===== config.mk =====
export PLATFORM = sky130hd
export DESIGN_NAME = priority_load_shedding_controller_flat
export DESIGN_NICKNAME = d
export VERILOG_FILES = /design/src/hdl/plsc_pkg.sv /design/src/hdl/plsc_if.sv /design/src/hdl/priority_load_shedding_controller.sv /design/src/hdl/plsc_select.sv /design/src/flat_wrapper.sv
export VERILOG_INCLUDE_DIRS = /design/src /design/src/hdl
export SDC_FILE = /design/constraint.sdc
export NUM_CORES = 1
export LEC_CHECK = 0
export ABC_AREA = 1
export ABC_CLOCK_PERIOD_IN_PS = 8900
export BUFFER_PORTS_ARGS = -buffer_cell sky130_fd_sc_hd__buf_4
export CORE_MARGIN = 2
export CORE_UTILIZATION = 55
export CTS_BUF_LIST = sky130_fd_sc_hd__clkbuf_8
export DETAILED_ROUTE_END_ITERATION = 8
export GPL_TIMING_DRIVEN = 0
export PLACE_DENSITY = 0.75
export SLEW_MARGIN = 20
export SYNTH_ARGS = -nofsm -noshare
export SYNTH_HDL_FRONTEND = slang
export SYNTH_SLANG_ARGS = --single-unit

===== constraint.sdc =====
create_clock -name clk -period 8.9 [get_ports clk]
set_input_delay 1.78 -clock clk [delete_from_list [all_inputs] [get_ports clk]]
set_output_delay 1.78 -clock clk [all_outputs]
set_load 0.05 [all_outputs]

===== src/hdl/priority_load_shedding_controller_assert.svh =====
// ----------------------------------------------------------------------------
// Assertion macros for the load shedding controller
// Clocked, reset-qualified property wrappers.
// ----------------------------------------------------------------------------
`ifndef PRIORITY_LOAD_SHEDDING_CONTROLLER_ASSERT_SVH
`define PRIORITY_LOAD_SHEDDING_CONTROLLER_ASSERT_SVH

// same-cycle implication
`define PLSC_ASSERT_NOW(label, clk, rst_n, ante, cons) \
    label: assert property (@(posedge clk) disable iff (!rst_n) (ante) |-> (cons)) \
        else $error("plsc: same-cycle check failed");

// next-cycle implication
`define PLSC_ASSERT_NEXT(label, clk, rst_n, ante, cons) \
    label: assert property (@(posedge clk) disable iff (!rst_n) (ante) |=> (cons)) \
        else $error("plsc: next-cycle check failed");

`endif


===== src/hdl/plsc_pkg.sv =====
// ----------------------------------------------------------------------------
// Load shedding controller package
// Shared widths, parameter defaults and register indexes.
// ----------------------------------------------------------------------------
package plsc_pkg;

    localparam int GROUP_COUNT_DEF   = 8;
    localparam int PRIORITY_BITS_DEF = 4;
    localparam int POWER_BITS_DEF    = 16;

    localparam int LEVEL_W     = 16;
    localparam int TIME_W      = 32;
    localparam int MASK_W      = 8;
    localparam int PRIO_REG_W  = 32;
    localparam int TARGET_W    = 3;
    localparam int SHED_W      = 8;
    localparam int CFG_W       = 32;
    localparam int CFG_INDEX_W = 3;

    typedef enum logic [CFG_INDEX_W-1:0] {
        REG_SHED_ENABLE    = 3'd0,
        REG_WARNING_LEVEL  = 3'd1,
        REG_CRITICAL_LEVEL = 3'd2,
        REG_HOLD_SECONDS   = 3'd3,
        REG_GROUP_PRIO     = 3'd4,
        REG_NEVER_SHED     = 3'd5,
        REG_GROUP_PRESENT  = 3'd6
    } cfg_reg_t;

endpackage


===== src/hdl/plsc_if.sv =====
// ----------------------------------------------------------------------------
// Load shedding controller channels
// Valid/ready channels for tick beats and result beats.
// ----------------------------------------------------------------------------
interface plsc_in_if #(
    parameter int POWER_BITS = plsc_pkg::POWER_BITS_DEF
);
    logic                          valid;
    logic                          ready;
    logic                          meter_healthy;
    logic                          readings_valid;
    logic [POWER_BITS-1:0]         total_power;
    logic [plsc_pkg::TIME_W-1:0]   now_seconds;
    logic                          seq_busy;
    logic                          seq_ok;
    logic                          start_taken;

    modport source (
        output valid, meter_healthy, readings_valid, total_power, now_seconds,
               seq_busy, seq_ok, start_taken,
        input  ready
    );
    modport sink (
        input  valid, meter_healthy, readings_valid, total_power, now_seconds,
               seq_busy, seq_ok, start_taken,
        output ready
    );
endinterface

interface plsc_out_if;
    logic                          valid;
    logic                          ready;
    logic                          warn_flag;
    logic                          crit_flag;
    logic                          shedding_active;
    logic                          start_request;
    logic [plsc_pkg::TARGET_W-1:0] target_group;
    logic [plsc_pkg::SHED_W-1:0]   shed_groups;

    modport source (
        output valid, warn_flag, crit_flag, shedding_active, start_request,
               target_group, shed_groups,
        input  ready
    );
    modport sink (
        input  valid, warn_flag, crit_flag, shedding_active, start_request,
               target_group, shed_groups,
        output ready
    );
endinterface


===== src/hdl/priority_load_shedding_controller.sv =====
// ----------------------------------------------------------------------------
// Priority load shedding controller
// Timing: an accepted tick beat waits in the tick register, then its result
//   beat is registered in the result register. Throughput: one tick per cycle
//   unless results stall, set by the single-pass update between them.
// Reset: control state and valid flags cleared, configuration at its reset values.
// ----------------------------------------------------------------------------
module priority_load_shedding_controller #(
    parameter int GROUP_COUNT   = plsc_pkg::GROUP_COUNT_DEF,
    parameter int PRIORITY_BITS = plsc_pkg::PRIORITY_BITS_DEF,
    parameter int POWER_BITS    = plsc_pkg::POWER_BITS_DEF
) (
    input  logic                             clk,
    input  logic                             rst_n,
    input  logic                             cfg_we,
    input  logic [plsc_pkg::CFG_INDEX_W-1:0] cfg_index,
    input  logic [plsc_pkg::CFG_W-1:0]       cfg_data,
    plsc_in_if.sink                          ticks,
    plsc_out_if.source                       results
);
    import plsc_pkg::*;

`include "priority_load_shedding_controller_assert.svh"

    localparam int IDX_W = (GROUP_COUNT > 1) ? $clog2(GROUP_COUNT) : 1;
    localparam int CMP_W = (POWER_BITS > LEVEL_W) ? POWER_BITS : LEVEL_W;

    // configuration
    logic                  enable_reg;
    logic [LEVEL_W-1:0]    warn_reg;
    logic [LEVEL_W-1:0]    crit_reg;
    logic [LEVEL_W-1:0]    hold_reg;
    logic [PRIO_REG_W-1:0] prio_reg;
    logic [MASK_W-1:0]     never_reg;
    logic [MASK_W-1:0]     present_reg;

    // tick register
    logic                  in_vld_reg;
    logic                  healthy_reg;
    logic                  rvalid_reg;
    logic [POWER_BITS-1:0] power_reg;
    logic [TIME_W-1:0]     now_reg;
    logic                  busy_reg;
    logic                  ok_reg;
    logic                  taken_reg;

    // control state
    logic                   shedding_reg,  shedding_next;
    logic                   timing_reg,    timing_next;
    logic [TIME_W-1:0]      start_reg,     start_next;
    logic [GROUP_COUNT-1:0] shed_reg,      shed_next;
    logic                   pend_vld_reg,  pend_vld_next;
    logic [IDX_W-1:0]       pend_idx_reg,  pend_idx_next;
    logic                   outst_reg,     outst_next;

    // result register
    logic                  out_vld_reg;
    logic                  warn_out_reg;
    logic                  crit_out_reg;
    logic                  shedding_out_reg;
    logic                  req_out_reg;
    logic [TARGET_W-1:0]   target_out_reg;
    logic [SHED_W-1:0]     shed_out_reg;

    logic                   advance;
    logic                   usable;
    logic                   warn;
    logic                   crit;
    logic                   pend_mid;
    logic [GROUP_COUNT-1:0] shed_mid;
    logic [TIME_W-1:0]      start_eff;
    logic [TIME_W-1:0]      elapsed;
    logic                   issue;
    logic                   sel_found;
    logic [IDX_W-1:0]       sel_best;

    assign advance      = in_vld_reg && (!out_vld_reg || results.ready);
    assign ticks.ready  = !in_vld_reg || !out_vld_reg || results.ready;

    assign usable = healthy_reg && rvalid_reg;
    assign warn   = usable && (CMP_W'(power_reg) >= CMP_W'(warn_reg));
    assign crit   = usable && (CMP_W'(power_reg) >= CMP_W'(crit_reg));

    plsc_select #(
        .GROUP_COUNT   (GROUP_COUNT),
        .PRIORITY_BITS (PRIORITY_BITS),
        .IDX_W         (IDX_W)
    ) u_select (
        .present (present_reg),
        .never   (never_reg),
        .shed    (shed_mid),
        .prio    (prio_reg),
        .found   (sel_found),
        .best    (sel_best)
    );

    // request resolution, then sequence completion
    always_comb
    begin
        pend_mid = pend_vld_reg || (outst_reg && taken_reg);
        shed_mid = shed_reg;
        if (pend_mid && !busy_reg && ok_reg)
        begin
            shed_mid = shed_reg | (GROUP_COUNT'(1) << pend_idx_reg);
        end
    end

    assign start_eff = timing_reg ? start_reg : now_reg;
    assign elapsed   = now_reg - start_eff;

    always_comb
    begin
        shedding_next = shedding_reg;
        timing_next   = timing_reg;
        start_next    = start_reg;
        shed_next     = shed_mid;
        pend_vld_next = pend_mid && busy_reg;
        pend_idx_next = pend_idx_reg;
        outst_next    = 1'b0;
        issue         = 1'b0;
        if (enable_reg && usable)
        begin
            if (!crit)
            begin
                timing_next = 1'b0;
                start_next  = '0;
                if (!warn)
                begin
                    shedding_next = 1'b0;
                end
            end
            else
            begin
                timing_next = 1'b1;
                start_next  = start_eff;
                if (elapsed >= TIME_W'(hold_reg))
                begin
                    shedding_next = 1'b1;
                    if (!busy_reg && sel_found)
                    begin
                        issue         = 1'b1;
                        pend_idx_next = sel_best;
                        outst_next    = 1'b1;
                    end
                end
            end
        end
    end

    always_ff @(posedge clk or negedge rst_n)
    begin
        if (!rst_n)
        begin
            enable_reg  <= 1'b0;
            warn_reg    <= '1;
            crit_reg    <= '1;
            hold_reg    <= LEVEL_W'(10);
            prio_reg    <= '0;
            never_reg   <= '1;
            present_reg <= '0;
        end
        else if (cfg_we)
        begin
            case (cfg_index)
                REG_SHED_ENABLE:    enable_reg  <= cfg_data[0];
                REG_WARNING_LEVEL:  warn_reg    <= cfg_data[LEVEL_W-1:0];
                REG_CRITICAL_LEVEL: crit_reg    <= cfg_data[LEVEL_W-1:0];
                REG_HOLD_SECONDS:   hold_reg    <= cfg_data[LEVEL_W-1:0];
                REG_GROUP_PRIO:     prio_reg    <= cfg_data[PRIO_REG_W-1:0];
                REG_NEVER_SHED:     never_reg   <= cfg_data[MASK_W-1:0];
                REG_GROUP_PRESENT:  present_reg <= cfg_data[MASK_W-1:0];
                default: ;
            endcase
        end
    end

    always_ff @(posedge clk or negedge rst_n)
    begin
        if (!rst_n)
        begin
            shedding_reg <= 1'b0;
            timing_reg   <= 1'b0;
            start_reg    <= '0;
            shed_reg     <= '0;
            pend_vld_reg <= 1'b0;
            pend_idx_reg <= '0;
            outst_reg    <= 1'b0;
        end
        else if (cfg_we && (cfg_index == REG_SHED_ENABLE) && !cfg_data[0])
        begin
            shedding_reg <= 1'b0;
            timing_reg   <= 1'b0;
            start_reg    <= '0;
        end
        else if (advance)
        begin
            shedding_reg <= shedding_next;
            timing_reg   <= timing_next;
            start_reg    <= start_next;
            shed_reg     <= shed_next;
            pend_vld_reg <= pend_vld_next;
            pend_idx_reg <= pend_idx_next;
            outst_reg    <= outst_next;
        end
    end

    always_ff @(posedge clk or negedge rst_n)
    begin
        if (!rst_n)
        begin
            in_vld_reg  <= 1'b0;
            out_vld_reg <= 1'b0;
        end
        else
        begin
            if (ticks.ready)
            begin
                in_vld_reg <= ticks.valid;
            end
            if (advance)
            begin
                out_vld_reg <= 1'b1;
            end
            else if (results.ready)
            begin
                out_vld_reg <= 1'b0;
            end
        end
    end

    always_ff @(posedge clk)
    begin
        if (ticks.valid && ticks.ready)
        begin
            healthy_reg <= ticks.meter_healthy;
            rvalid_reg  <= ticks.readings_valid;
            power_reg   <= ticks.total_power;
            now_reg     <= ticks.now_seconds;
            busy_reg    <= ticks.seq_busy;
            ok_reg      <= ticks.seq_ok;
            taken_reg   <= ticks.start_taken;
        end
        if (advance)
        begin
            warn_out_reg     <= warn;
            crit_out_reg     <= crit;
            shedding_out_reg <= shedding_next;
            req_out_reg      <= issue;
            target_out_reg   <= issue ? TARGET_W'(sel_best) : '0;
            shed_out_reg     <= SHED_W'(shed_next);
        end
    end

    assign results.valid           = out_vld_reg;
    assign results.warn_flag       = warn_out_reg;
    assign results.crit_flag       = crit_out_reg;
    assign results.shedding_active = shedding_out_reg;
    assign results.start_request   = req_out_reg;
    assign results.target_group    = target_out_reg;
    assign results.shed_groups     = shed_out_reg;

    `PLSC_ASSERT_NOW(a_req_needs_shed, clk, rst_n,
        results.valid && results.start_request, results.shedding_active)
    `PLSC_ASSERT_NOW(a_req_pend_excl, clk, rst_n, outst_reg, !pend_vld_reg)
    `PLSC_ASSERT_NEXT(a_shed_grows, clk, rst_n, 1'b1,
        (shed_reg & $past(shed_reg)) == $past(shed_reg))

endmodule


===== src/hdl/plsc_select.sv =====
// ----------------------------------------------------------------------------
// Shed group selector
// Picks the eligible group with the highest priority, lowest index on ties.
// ----------------------------------------------------------------------------
module plsc_select #(
    parameter int GROUP_COUNT   = plsc_pkg::GROUP_COUNT_DEF,
    parameter int PRIORITY_BITS = plsc_pkg::PRIORITY_BITS_DEF,
    parameter int IDX_W         = 3
) (
    input  logic [plsc_pkg::MASK_W-1:0]     present,
    input  logic [plsc_pkg::MASK_W-1:0]     never,
    input  logic [GROUP_COUNT-1:0]          shed,
    input  logic [plsc_pkg::PRIO_REG_W-1:0] prio,
    output logic                            found,
    output logic [IDX_W-1:0]                best
);
    import plsc_pkg::*;

    localparam int PX_W = (GROUP_COUNT * PRIORITY_BITS > PRIO_REG_W)
                          ? GROUP_COUNT * PRIORITY_BITS : PRIO_REG_W;

    logic [GROUP_COUNT-1:0]   present_g;
    logic [GROUP_COUNT-1:0]   never_g;
    logic [GROUP_COUNT-1:0]   elig;
    logic [PX_W-1:0]          prio_ext;
    logic [PRIORITY_BITS-1:0] pr [GROUP_COUNT];
    logic [PRIORITY_BITS-1:0] best_p;

    // mask and priority bits above the register width read as zero
    assign present_g = GROUP_COUNT'(present);
    assign never_g   = GROUP_COUNT'(never);
    assign prio_ext  = PX_W'(prio);
    assign elig      = present_g & ~never_g & ~shed;

    always_comb
    begin
        for (int i = 0; i < GROUP_COUNT; i++)
        begin
            pr[i] = prio_ext[PRIORITY_BITS*i +: PRIORITY_BITS];
        end
    end

    always_comb
    begin
        found  = 1'b0;
        best   = '0;
        best_p = '0;
        for (int i = 0; i < GROUP_COUNT; i++)
        begin
            if (elig[i] && (!found || pr[i] > best_p))
            begin
                found  = 1'b1;
                best   = IDX_W'(i);
                best_p = pr[i];
            end
        end
    end

endmodule

===== src/flat_wrapper.sv =====
// flat-port wrapper written by rule: the top's interface ports become plain ports
module priority_load_shedding_controller_flat import plsc_pkg::*;
#(
    parameter int GROUP_COUNT   = plsc_pkg::GROUP_COUNT_DEF,
    parameter int PRIORITY_BITS = plsc_pkg::PRIORITY_BITS_DEF,
    parameter int POWER_BITS    = plsc_pkg::POWER_BITS_DEF
)
  (clk, rst_n, cfg_we, cfg_index, cfg_data, ticks_valid, ticks_meter_healthy, ticks_readings_valid, ticks_total_power, ticks_now_seconds, ticks_seq_busy, ticks_seq_ok, ticks_start_taken, ticks_ready, results_valid, results_warn_flag, results_crit_flag, results_shedding_active, results_start_request, results_target_group, results_shed_groups, results_ready);
  plsc_in_if #(.POWER_BITS(POWER_BITS)) ticks_i ();
  plsc_out_if results_i ();
  input  logic clk;
  input  logic rst_n;
  input  logic cfg_we;
  input  logic [plsc_pkg::CFG_INDEX_W-1:0] cfg_index;
  input  logic [plsc_pkg::CFG_W-1:0] cfg_data;
  input wire logic [$bits(ticks_i.valid)-1:0] ticks_valid;
  input wire logic [$bits(ticks_i.meter_healthy)-1:0] ticks_meter_healthy;
  input wire logic [$bits(ticks_i.readings_valid)-1:0] ticks_readings_valid;
  input wire logic [$bits(ticks_i.total_power)-1:0] ticks_total_power;
  input wire logic [$bits(ticks_i.now_seconds)-1:0] ticks_now_seconds;
  input wire logic [$bits(ticks_i.seq_busy)-1:0] ticks_seq_busy;
  input wire logic [$bits(ticks_i.seq_ok)-1:0] ticks_seq_ok;
  input wire logic [$bits(ticks_i.start_taken)-1:0] ticks_start_taken;
  output wire logic [$bits(ticks_i.ready)-1:0] ticks_ready;
  output wire logic [$bits(results_i.valid)-1:0] results_valid;
  output wire logic [$bits(results_i.warn_flag)-1:0] results_warn_flag;
  output wire logic [$bits(results_i.crit_flag)-1:0] results_crit_flag;
  output wire logic [$bits(results_i.shedding_active)-1:0] results_shedding_active;
  output wire logic [$bits(results_i.start_request)-1:0] results_start_request;
  output wire logic [$bits(results_i.target_group)-1:0] results_target_group;
  output wire logic [$bits(results_i.shed_groups)-1:0] results_shed_groups;
  input wire logic [$bits(results_i.ready)-1:0] results_ready;
  assign ticks_i.valid = ticks_valid;
  assign ticks_i.meter_healthy = ticks_meter_healthy;
  assign ticks_i.readings_valid = ticks_readings_valid;
  assign ticks_i.total_power = ticks_total_power;
  assign ticks_i.now_seconds = ticks_now_seconds;
  assign ticks_i.seq_busy = ticks_seq_busy;
  assign ticks_i.seq_ok = ticks_seq_ok;
  assign ticks_i.start_taken = ticks_start_taken;
  assign ticks_ready = ticks_i.ready;
  assign results_valid = results_i.valid;
  assign results_warn_flag = results_i.warn_flag;
  assign results_crit_flag = results_i.crit_flag;
  assign results_shedding_active = results_i.shedding_active;
  assign results_start_request = results_i.start_request;
  assign results_target_group = results_i.target_group;
  assign results_shed_groups = results_i.shed_groups;
  assign results_i.ready = results_ready;
  priority_load_shedding_controller #(.GROUP_COUNT(GROUP_COUNT), .PRIORITY_BITS(PRIORITY_BITS), .POWER_BITS(POWER_BITS)) u_core (.clk(clk), .rst_n(rst_n), .cfg_we(cfg_we), .cfg_index(cfg_index), .cfg_data(cfg_data), .ticks(ticks_i), .results(results_i));
endmodule

# == After elaboration in Yosys (flattened, before gate mapping) ==
# Cells that the tools add are included.
# classes
addsub,1
magnitude_cmp,10
n_eq_ne,6
n_shift,1
muxes,44
bitwise,6
reduce_logical,56
# ops
cell,n
$mux W32,5
$ge A16 B16 Y1,2
$ge A32 B16 Y1,1
$sub A32 B32 Y32,1
$gt A4 B4 Y1,7
$mux W4,7
$mux W1,25
$logic_and A1 B1 Y1,20
$mux W3,6
$reduce_and A2 Y1,9
$and A8 B8 Y8,2
$not A8 Y8,2
$logic_not A1 Y1,11
$logic_or A1 B1 Y1,11
$eq A3 B3 Y1 const B,3
$mux W8,1
$or A8 B8 Y8,1
$shl A1 B3 Y8 const A,1
$eq A3 B2 Y1 const B,2
$reduce_and A6 Y1,1
$reduce_bool A2 Y1,3
$eq A3 B1 Y1 const B,1
$logic_not A3 Y1,1
$not A1 Y1,1
# word_totals
register_bits,214
input_bits,93
out_inout_bits,17
word_cells,153

# == Logic depth before layout (Yosys ltp) ==
# Gate-level depths: netlist of the first run.
# depth
ltp_word,41
ltp_mapped,84
depth_no_buf,84

# == Cells and area by module ==
# A second synthesis of the first run with hierarchy kept.
# unflattened
cells_unflattened,1650
area_unflattened_um2,13032.5
# modules_own_cells
mod,instances,cells_per_inst,area_per_inst_um2,seq_area_each_um2
priority_load_shedding_controller,1,1410,11703.7,5748.0
plsc_select,1,240,1328.8,0.0

# == Worst setup path before layout of the first run ==
# OpenSTA, ideal clock, no wires.
# synth_path
kind,register to register
startpoint,register u_core.outst_reg
endpoint,"register u_core.target_out_reg[1] (netlist: u_core.results.target_group[1]), data pin"
setup_time_ps,256
arrival_time_ps,8341
required_ps,8644
path_slack_ps,303
stages_incl_launch_ff,78
n_path_buf,0
period_less_slack_ps,8597
path_cell_list,dfrtp_1 nand2_1 nand2_2 nand3_4 inv_2 nand3_2 nand3_2 inv_2 nand2_1 ha_1 nand2_1 inv_1 o21ai_0 a32oi_1 o21ai_2 inv_1 nand2_1 and2_1 [42 not listed] o21bai_1 nand2_1 o21ai_0 nand2_1 nand3_2 or2_2 nand2_1 ha_1 inv_1 nor2_1 o21bai_1 nand2_1 o21ai_0 nand2_1 nand2_1 nand2_1 nor2_1 nor2_1
# synth_between
elab_chain_cells,41
word_cells_on_any_way,61
classes_between,order compare: 7; mux: 26; bitwise: 2; reduce/logical: 26
# synth_lines
item,line_no,source
from (decl),priority_load_shedding_controller.sv:54,"logic outst_reg, outst_next;"
from (signal assigned),priority_load_shedding_controller.sv:203,outst_reg <= outst_next;
$logic_and A1 B1 Y1 (*),priority_load_shedding_controller.sv:100,pend_mid = pend_vld_reg || (outst_reg && taken_reg);
$logic_or A1 B1 Y1 (*),priority_load_shedding_controller.sv:100,
$logic_and A1 B1 Y1 (*) (2 in series),priority_load_shedding_controller.sv:102,if (pend_mid && !busy_reg && ok_reg)
$mux W8 (*),priority_load_shedding_controller.sv:102,
$not A8 Y8 (*),plsc_select.sv:33,assign elig = present_g & ~never_g & ~shed;
$and A8 B8 Y8 (*),plsc_select.sv:33,
$mux W4 or $mux W1 (tied branches),plsc_select.sv:50,if (elig[i] && (!found || pr[i] > best_p))
$gt A4 B4 Y1 or $logic_not A1 Y1 (tied branches),plsc_select.sv:50,
[24 not listed],--,
$logic_or A1 B1 Y1,plsc_select.sv:50,
$logic_and A1 B1 Y1,plsc_select.sv:50,
$mux W1,plsc_select.sv:50,
$logic_and A1 B1 Y1,priority_load_shedding_controller.sv:139,if (!busy_reg && sel_found)
$mux W1,priority_load_shedding_controller.sv:139,
$mux W1,priority_load_shedding_controller.sv:136,if (elapsed >= TIME_W'(hold_reg))
$mux W1,priority_load_shedding_controller.sv:123,if (!crit)
$mux W1,priority_load_shedding_controller.sv:121,if (enable_reg && usable)
to (signal assigned),priority_load_shedding_controller.sv:249,target_out_reg <= issue ? TARGET_W'(sel_best) : '0;
to (decl),priority_load_shedding_controller.sv:62,logic [TARGET_W-1:0] target_out_reg;
# Mark *: on every way between the ends. The rest lies on a longest branch, timed or not.
# A chain may end at the register's enable or synchronous reset.

# == Final worst setup path of the first run ==
# layout_path
startpoint,register u_core.taken_reg
endpoint,"register u_core.target_out_reg[2] (netlist: u_core.results.target_group[2]), data pin"
# layout_between
elab_chain_cells,41
word_cells_on_any_way,60
classes_between,order compare: 7; mux: 25; bitwise: 2; reduce/logical: 26
# layout_lines
item,line_no,source
from (decl),priority_load_shedding_controller.sv:45,logic taken_reg;
from (signal assigned),priority_load_shedding_controller.sv:241,taken_reg <= ticks.start_taken;
$logic_and A1 B1 Y1 (*),priority_load_shedding_controller.sv:100,
$logic_or A1 B1 Y1 (*),priority_load_shedding_controller.sv:100,
$logic_and A1 B1 Y1 (*) (2 in series),priority_load_shedding_controller.sv:102,
$mux W8 (*),priority_load_shedding_controller.sv:102,
$not A8 Y8 (*),plsc_select.sv:33,
$and A8 B8 Y8 (*),plsc_select.sv:33,
$mux W4 or $mux W1 (tied branches),plsc_select.sv:50,
$gt A4 B4 Y1 or $logic_not A1 Y1 (tied branches),plsc_select.sv:50,
[24 not listed],--,
$logic_or A1 B1 Y1,plsc_select.sv:50,
$logic_and A1 B1 Y1,plsc_select.sv:50,
$mux W1,plsc_select.sv:50,
$logic_and A1 B1 Y1,priority_load_shedding_controller.sv:139,
$mux W1,priority_load_shedding_controller.sv:139,
$mux W1,priority_load_shedding_controller.sv:136,
$mux W1,priority_load_shedding_controller.sv:123,
$mux W1,priority_load_shedding_controller.sv:121,
# Marked as above.

==> results.yml, run 1 <==
routing:
  drt_wl_total_um: 35800
  drt_iter0_markers: 761
  ant_nets: 0
  routed_via_density: 5.38
  wire_per_inst_um: 16.3
  drc: 0
  via_count: 11767
  firstDrtPassIters: 6
placement:
  placed_area_um2: 14300
  post-place-ws_ns: -1.18
  place_congestion: 0.927
  dp_cells: 2068
  hpwl_um: 23800
  io_buffers: 109
yosys:
  syn_area_um2: 13000
  synth_edf_count: 68
  yosys_register_bits: 214
  yosys_warnings: 0
  syn_area_per_cell_um2: 7.95
  ys.flop_type: "dfrtp_1"
  syn_nets: 1837
  ys_seq_area_frac: 0.442
  async_flop_share: 0.682
  synth_cells: 1636
  ys_types: 47
setup_path:
  cp-startpoint: "u_core.taken_reg$_DFFE_PP_"
  critical_path_peak_fanout: 7
  rr_startpoint: "u_core.taken_reg$_DFFE_PP_"
  crit_top_cell: "nand2_2"
  cp_slowest_cell: "edfxtp_1"
  cp.arrival_ns: 10.13
  end_kind: "register"
  cp_slowest_stage_delay_ns: 0.41
  critPathKind: "reg2reg"
  critPathRequiredTime_ns: 9.21
  cp-start-kind: "register"
layout:
  antenna_cells: 0
  nFillCells: 1780
  area_growth_pct: 25.1
  drive_gt1_frac: 0.236
  layout.nets: 2039
  fin_area_um2: 16300
  fin_cells: 2187
global_route:
  grt_pass1_wl_um: 52100
  grt_usage: 0.263
  antenna_found_initial: 0
  overflow: 0
  grt_max_degree: 82
  grt_pass1_vias: 10896
clock_tree:
  numCtsBuffers: 38
  cts_tree: "built"
  numClockSinks: 214
  h-tree-depth: 2
  cts.clk_slew.worst_paths_ns: 0.06
  clock-root-buffer: "clkbuf_8"
  ctsHoldBuffers: 0
  clk_latency_ns: 0.58
  clockBufferDepth: 3
flow_run:
  maxCapViolations: 0
die:
  die-area_um2: 24900
  rows: 56
  die_w_um: 158
  core_area_um2: 23300
  die_y_um: 158
  floorplan.initialDensity: 0.557
  io_pins: 110
run_status:
  status: "finished, violations left"
  violations: "setup timing"
timing:
  tightest_slew_ns: 0.657
  fin_crit_sh: 1.10
  slew_headroom: 0.562
  maxSlewViolCount: 0
  period_needed_ns: 9.82
  hold_violations: 0
  fin_ws_ns: -0.918
  finalSetupViolCount: 6
  max_freq_mhz: 102
  rsz0062_at_grt: "yes"
  final.setup_skew_ns: 0.0372
pwr:
  leakagePower_nw: 8.25
  total_power_mw: 3.96
  ir_worst_vdd_mv: 0.165
  powerDensity_nw_per_um2: 243
min_path:
  hold_class: "reg2reg"
  hold_start: "u_core.never_reg[1]$_DFFE_PN1P_"
[power by group]
group	total [mW]	leakage (nW)	switching (mW)	internal, mW
clock	1.00	0.476	0.440	0.560
combinational	1.69	5.34	0.990	0.696
sequential	1.27	2.43	0.0948	1.18
[repair_timing]
action	in CTS	in global routing
pin swaps	20	55
setup buffers	32	18
resized for setup	57	117
endpoints found under the setup margin	6	6
endpoints found under the hold margin	0	0
[cells in the final DEF (no fill, tap or decap), types with 4 or more instances in the layout]
cell type	n
or2_4	4
nand4_1	15
clkbuf_8	42
nor2_4	5
ha_4	18
clkbuf_1	29
nand3_4	12
o21bai_1	9
ha_1	88
dfrtp_1	104
buf_4	153
nor2_1	75
nor2_2	14
inv_1	284
edfxtp_1	68
o21ai_2	7
mux2_2	9
nand3_2	16
and2_4	11
bufinv_16	4
o21ai_0	132
buf_6	5
nand2_1	427
nand2_4	16
o22ai_1	31
a21oi_2	4
nand3_1	52
dfstp_2	42
a21oi_1	65
nor3_1	5
and2_1	6
nand2_2	36
clkinv_2	5
nand3b_1	6
xor2_1	13
inv_2	15
[routing by layer]
| metal | GRT usage | up-vias | share of wire |
|---|---|---|---|
| met3 | 0.0416 | 139 | 0.066 |
| met5 | 0 | - | 0 |
| met4 | 0.0926 | 0 | 0.048 |
| met2 | 0.429 | 449 | 0.46 |
| li1 | - | 5682 | - |
| met1 | 0.358 | 5497 | 0.43 |
[through the flow]
step	hold WS, ns	util	TNS [ns]
2_1_floorplan	0.433	-	0
3_3_place_gp	0.445	0.610	-5.50
3_5_place_dp	0.473	0.614	-6.53
4_1_cts	0.488	0.669	-1.73
5_1_grt	0.507	0.697	-6.94
6_report	0.490	0.697	-5.00
[cell usage after synthesis, drive strengths merged (16+ instances only)]
| library cell | n | area share |
|---|---|---|
| a21oi | 69 | 0.027 |
| and2 | 17 | 0.0082 |
| clkbuf | 29 | 0.0084 |
| dfrtp | 104 | 0.20 |
| dfstp | 42 | 0.085 |
| edfxtp | 68 | 0.16 |
| ha | 107 | 0.10 |
| inv | 291 | 0.084 |
| nand2 | 480 | 0.14 |
| nand3 | 80 | 0.035 |
| nand4 | 16 | 0.0082 |
| nor2 | 94 | 0.031 |
| o21ai | 140 | 0.054 |
| o22ai | 31 | 0.015 |
[final timing paths]
check	to	slack (ns)	depth (start not counted)
max in group asynchronous	u_core.crit_reg[10]$_DFFE_PN1P_	6.88	2
worst min-delay path	u_core.never_reg[1]$_DFFE_PN1P_	0.49	2
worst min register to register	u_core.never_reg[1]$_DFFE_PN1P_	0.49	2
min in group asynchronous	u_core.prio_reg[31]$_DFFE_PN0P_	1.20	1
worst max register to register	u_core.results.target_group[2]$_SDFFCE_PN0P_	-0.92	75
worst max-delay path	u_core.results.target_group[2]$_SDFFCE_PN0P_	-0.92	75
[logic make-up after synthesis]
logic type / share of synthesized area
compound gates: 0.108
simple gates: 0.235
xor+xnor: 0.00943
fa+ha+maj: 0.104
flops: 0.442
mux: 0.00779
buf+inv: 0.0930
[area by class of cell]
type / count / area [um^2] / area share
plain buffers: 30 / 114 / 0.00700
clock buffers: 42 / 578 / 0.0355
clock inverters: 28 / 249 / 0.0153
inverters: 292 / 1120 / 0.0691
multi-input cells: 1100 / 6760 / 0.416
flip-flops and latches: 214 / 5750 / 0.353
well taps: 319 / 399 / 0.0245
repair buffers: 162 / 1290 / 0.0796
[critical path, delay by kind of cell, from the launching register on]
kind	cells	cell delay, ns
simple gates	41	4.51
compound gates	16	1.99
fa+ha+maj	7	1.65
buf+inv	11	0.98
flops	1	0.41
Power figures use the tool's default switching activity.
==> inputs of run 2 (changes only) <==
--- a/config.mk
+++ b/config.mk
@@ -7,14 +7,14 @@
 export NUM_CORES = 1
 export LEC_CHECK = 0
 export ABC_AREA = 1
-export ABC_CLOCK_PERIOD_IN_PS = 8900
-export BUFFER_PORTS_ARGS = -buffer_cell sky130_fd_sc_hd__buf_4
+export ABC_CLOCK_PERIOD_IN_PS = 8600
 export CORE_MARGIN = 2
 export CORE_UTILIZATION = 55
 export CTS_BUF_LIST = sky130_fd_sc_hd__clkbuf_8
 export DETAILED_ROUTE_END_ITERATION = 8
+export DONT_BUFFER_PORTS = 1
 export GPL_TIMING_DRIVEN = 0
-export PLACE_DENSITY = 0.75
+export PLACE_DENSITY = 0.71
 export SLEW_MARGIN = 20
 export SYNTH_ARGS = -nofsm -noshare
 export SYNTH_HDL_FRONTEND = slang
==> constraint.sdc (replaced) <==
create_clock -name clk -period 8.6 [get_ports clk]
set_input_delay 1.72 -clock clk [delete_from_list [all_inputs] [get_ports clk]]
set_output_delay 1.72 -clock clk [all_outputs]
set_load 0.05 [all_outputs]
==> run 2 against run 1 <==
Compared with the run above: clock skew increased by 0.0075 ns; worst hold slack got worse by 0.020 ns; core utilization decreased by 1.9 points; non-clock buffer count decreased by 64; critical path depth increased by 3; first-iteration DRC count increased by 58%; the run still ends with setup timing left; total power increased by 6.5%; sequential share of layout area increased by 0.99 points; register-to-register slack got worse by 0.56 ns; combinational power increased by 10%; wire length increased by 9.4%.
==> results.yml, run 2 (synthesis gave the netlist of run 1 again) <==
setup_path:
  cp_slowest_cell: "dfrtp_1"
  rr_startpoint: "u_core.present_reg[0]$_DFFE_PN0P_"
  cp_top_family: "simple AND/OR/NAND/NOR gates"
  cp_num_buf_inv: 13
  r2r_end: "u_core.pend_idx_reg[1]$_DFFE_PN0P_"
  cp-start-kind: "register"
  cp_slowest_stage_delay_ns: 0.34
  r2r_slack_ns: -1.48
  cp-startpoint: "u_core.present_reg[0]$_DFFE_PN0P_"
  cp.arrival_ns: 10.49
  critPathRequiredTime_ns: 9.01
  critPathKind: "reg2reg"
  path_depth: 78
  r2r_cells: 78
  critical_path_peak_fanout: 8
  end_kind: "register"
  crit_top_cell: "nand2_1"
global_route:
  overflow: 0
  grt_pass1_vias: 11026
  grt_pass1_wl_um: 54400
  grt_usage: 0.275
  grt_max_degree: 147
  antenna_found_initial: 0
min_path:
  holdPathStages: 2
  hold_start: "u_core.in_vld_reg$_DFFE_PN0N_"
  hold_path_end: "u_core.results.valid$_DFFE_PN0P_"
  hold_class: "reg2reg"
placement:
  hpwl_um: 23000
  io_buffers: 0
  place_congestion: 0.951
  placed_area_um2: 13400
  dp_cells: 1957
routing:
  drt_wl_total_um: 39100
  drc: 0
  wire_per_inst_um: 18.4
  firstDrtPassIters: 6
  ant_nets: 0
  via_count: 12033
  routed_via_density: 5.66
  drt_iter0_markers: 1206
timing:
  finalSetupViolCount: 6
  slew_headroom: 0.476
  period_needed_ns: 10.08
  rsz0062_at_grt: "yes"
  final.setup_skew_ns: 0.0447
  hold_violations: 0
  tightest_slew_ns: 0.785
  fin_crit_sh: 1.17
  max_freq_mhz: 99.2
  fin_ws_ns: -1.48
  maxSlewViolCount: 0
layout:
  layout_commonest_cell: "nand2_1"
  antenna_cells: 0
  layout.nets: 1976
  area_growth_pct: 21.7
  final_cell_mix: "nand2_1, inv_1, o21ai_0"
  drive_gt1_frac: 0.216
  fin_area_um2: 15800
  fin_cells: 2125
pwr:
  leakagePower_nw: 7.92
  powerDensity_nw_per_um2: 266
  ir_worst_vdd_mv: 0.165
run_status:
  violations: "setup timing"
  status: "finished, violations left"
die:
  die_w_um: 158
  rows: 56
  core_area_um2: 23300
  floorplan.initialDensity: 0.557
  io_pins: 110
  die_y_um: 158
  die-area_um2: 24900
clock_tree:
  clockBufferDepth: 3
  numCtsBuffers: 39
  clk_latency_ns: 0.57
  cts.clk_slew.worst_paths_ns: 0.06
  cts_tree: "built"
  h-tree-depth: 2
  numClockSinks: 214
  clock-root-buffer: "clkbuf_8"
flow_run:
  maxCapViolations: 0
[run 2: changes by cell type in the layout (fill, tap and decap cells not counted), moves of 3 or more]
cell and delta:
a21oi_1 -3, a21oi_2 +3, buf_4 -63, clkinv_1 +5
ha_1 -4, ha_4 +5, nand2_1 -4, nand2_4 +3
o21ai_2 -3
[run 2: stage by stage]
stage / power, mW / util / setup TNS, ns / hold WS, ns / setup WS [ns]
2_1_floorplan: 2.24 / - / 0 / 0.433 / 0.00297
3_3_place_gp: 2.47 / 0.575 / -7.39 / 0.445 / -1.33
3_5_place_dp: 2.51 / 0.576 / -8.68 / 0.457 / -1.54
4_1_cts: 3.76 / 0.649 / -3.05 / 0.470 / -0.568
5_1_grt: 4.45 / 0.678 / -10.34 / 0.497 / -1.78
6_report: 4.21 / 0.678 / -8.45 / 0.470 / -1.48
[run 2: what timing repair did]
action,4_1_cts,5_1_grt
hold buffers,0,0
pin swaps,58,68
endpoints found under the hold margin,0,0
resized for setup,84,111
cloned,0,0
setup buffers,72,24
endpoints found under the setup margin,6,6
[run 2: how the worst max path moves through the flow]
| stage | endpoint | slack (ns) |
|---|---|---|
| after global placement | u_core.results.target_group[2]$_SDFFCE_PN0P_ | -1.33 |
| after detailed placement | u_core.results.target_group[2]$_SDFFCE_PN0P_ | -1.54 |
| final | u_core.pend_idx_reg[1]$_DFFE_PN0P_ | -1.48 |
| after global routing | u_core.pend_idx_reg[1]$_DFFE_PN0P_ | -1.78 |
| after floorplan | u_core.results.target_group[1]$_SDFFCE_PN0P_ | 0.003 |
| after CTS | u_core.results.target_group[2]$_SDFFCE_PN0P_ | -0.57 |
[run 2: worst min-delay path, cell delays in order (launching register included)]
cell	delay, ns
dfrtp_1	0.32
inv_1	0.06
nand2_1	0.06
[run 2: metal layers]
metal,vias up,part of all wire,GRT usage
met2,639,0.45,0.454
met5,-,0,0
li1,5564,-,-
met1,5633,0.40,0.367
met3,197,0.084,0.0476
met4,0,0.061,0.0957
[run 2: cell type report]
type                            count  area [um^2]
Sequential cell                   214         5750
Timing Repair Buffer               98          774
Inverter                          292         1130
Tap cell                          319          399
Fill cell                        1782         7500
Clock inverter                     29          203
Clock buffer                       43          592
Buffer                             30          114
Multi-Input combinational cell   1100         6870
[run 2: power by group]
part / internal [mW] / leakage, nW / switching [mW]
combinational: 0.789 / 5.04 / 1.07
sequential: 1.22 / 2.43 / 0.128
clock: 0.553 / 0.451 / 0.454
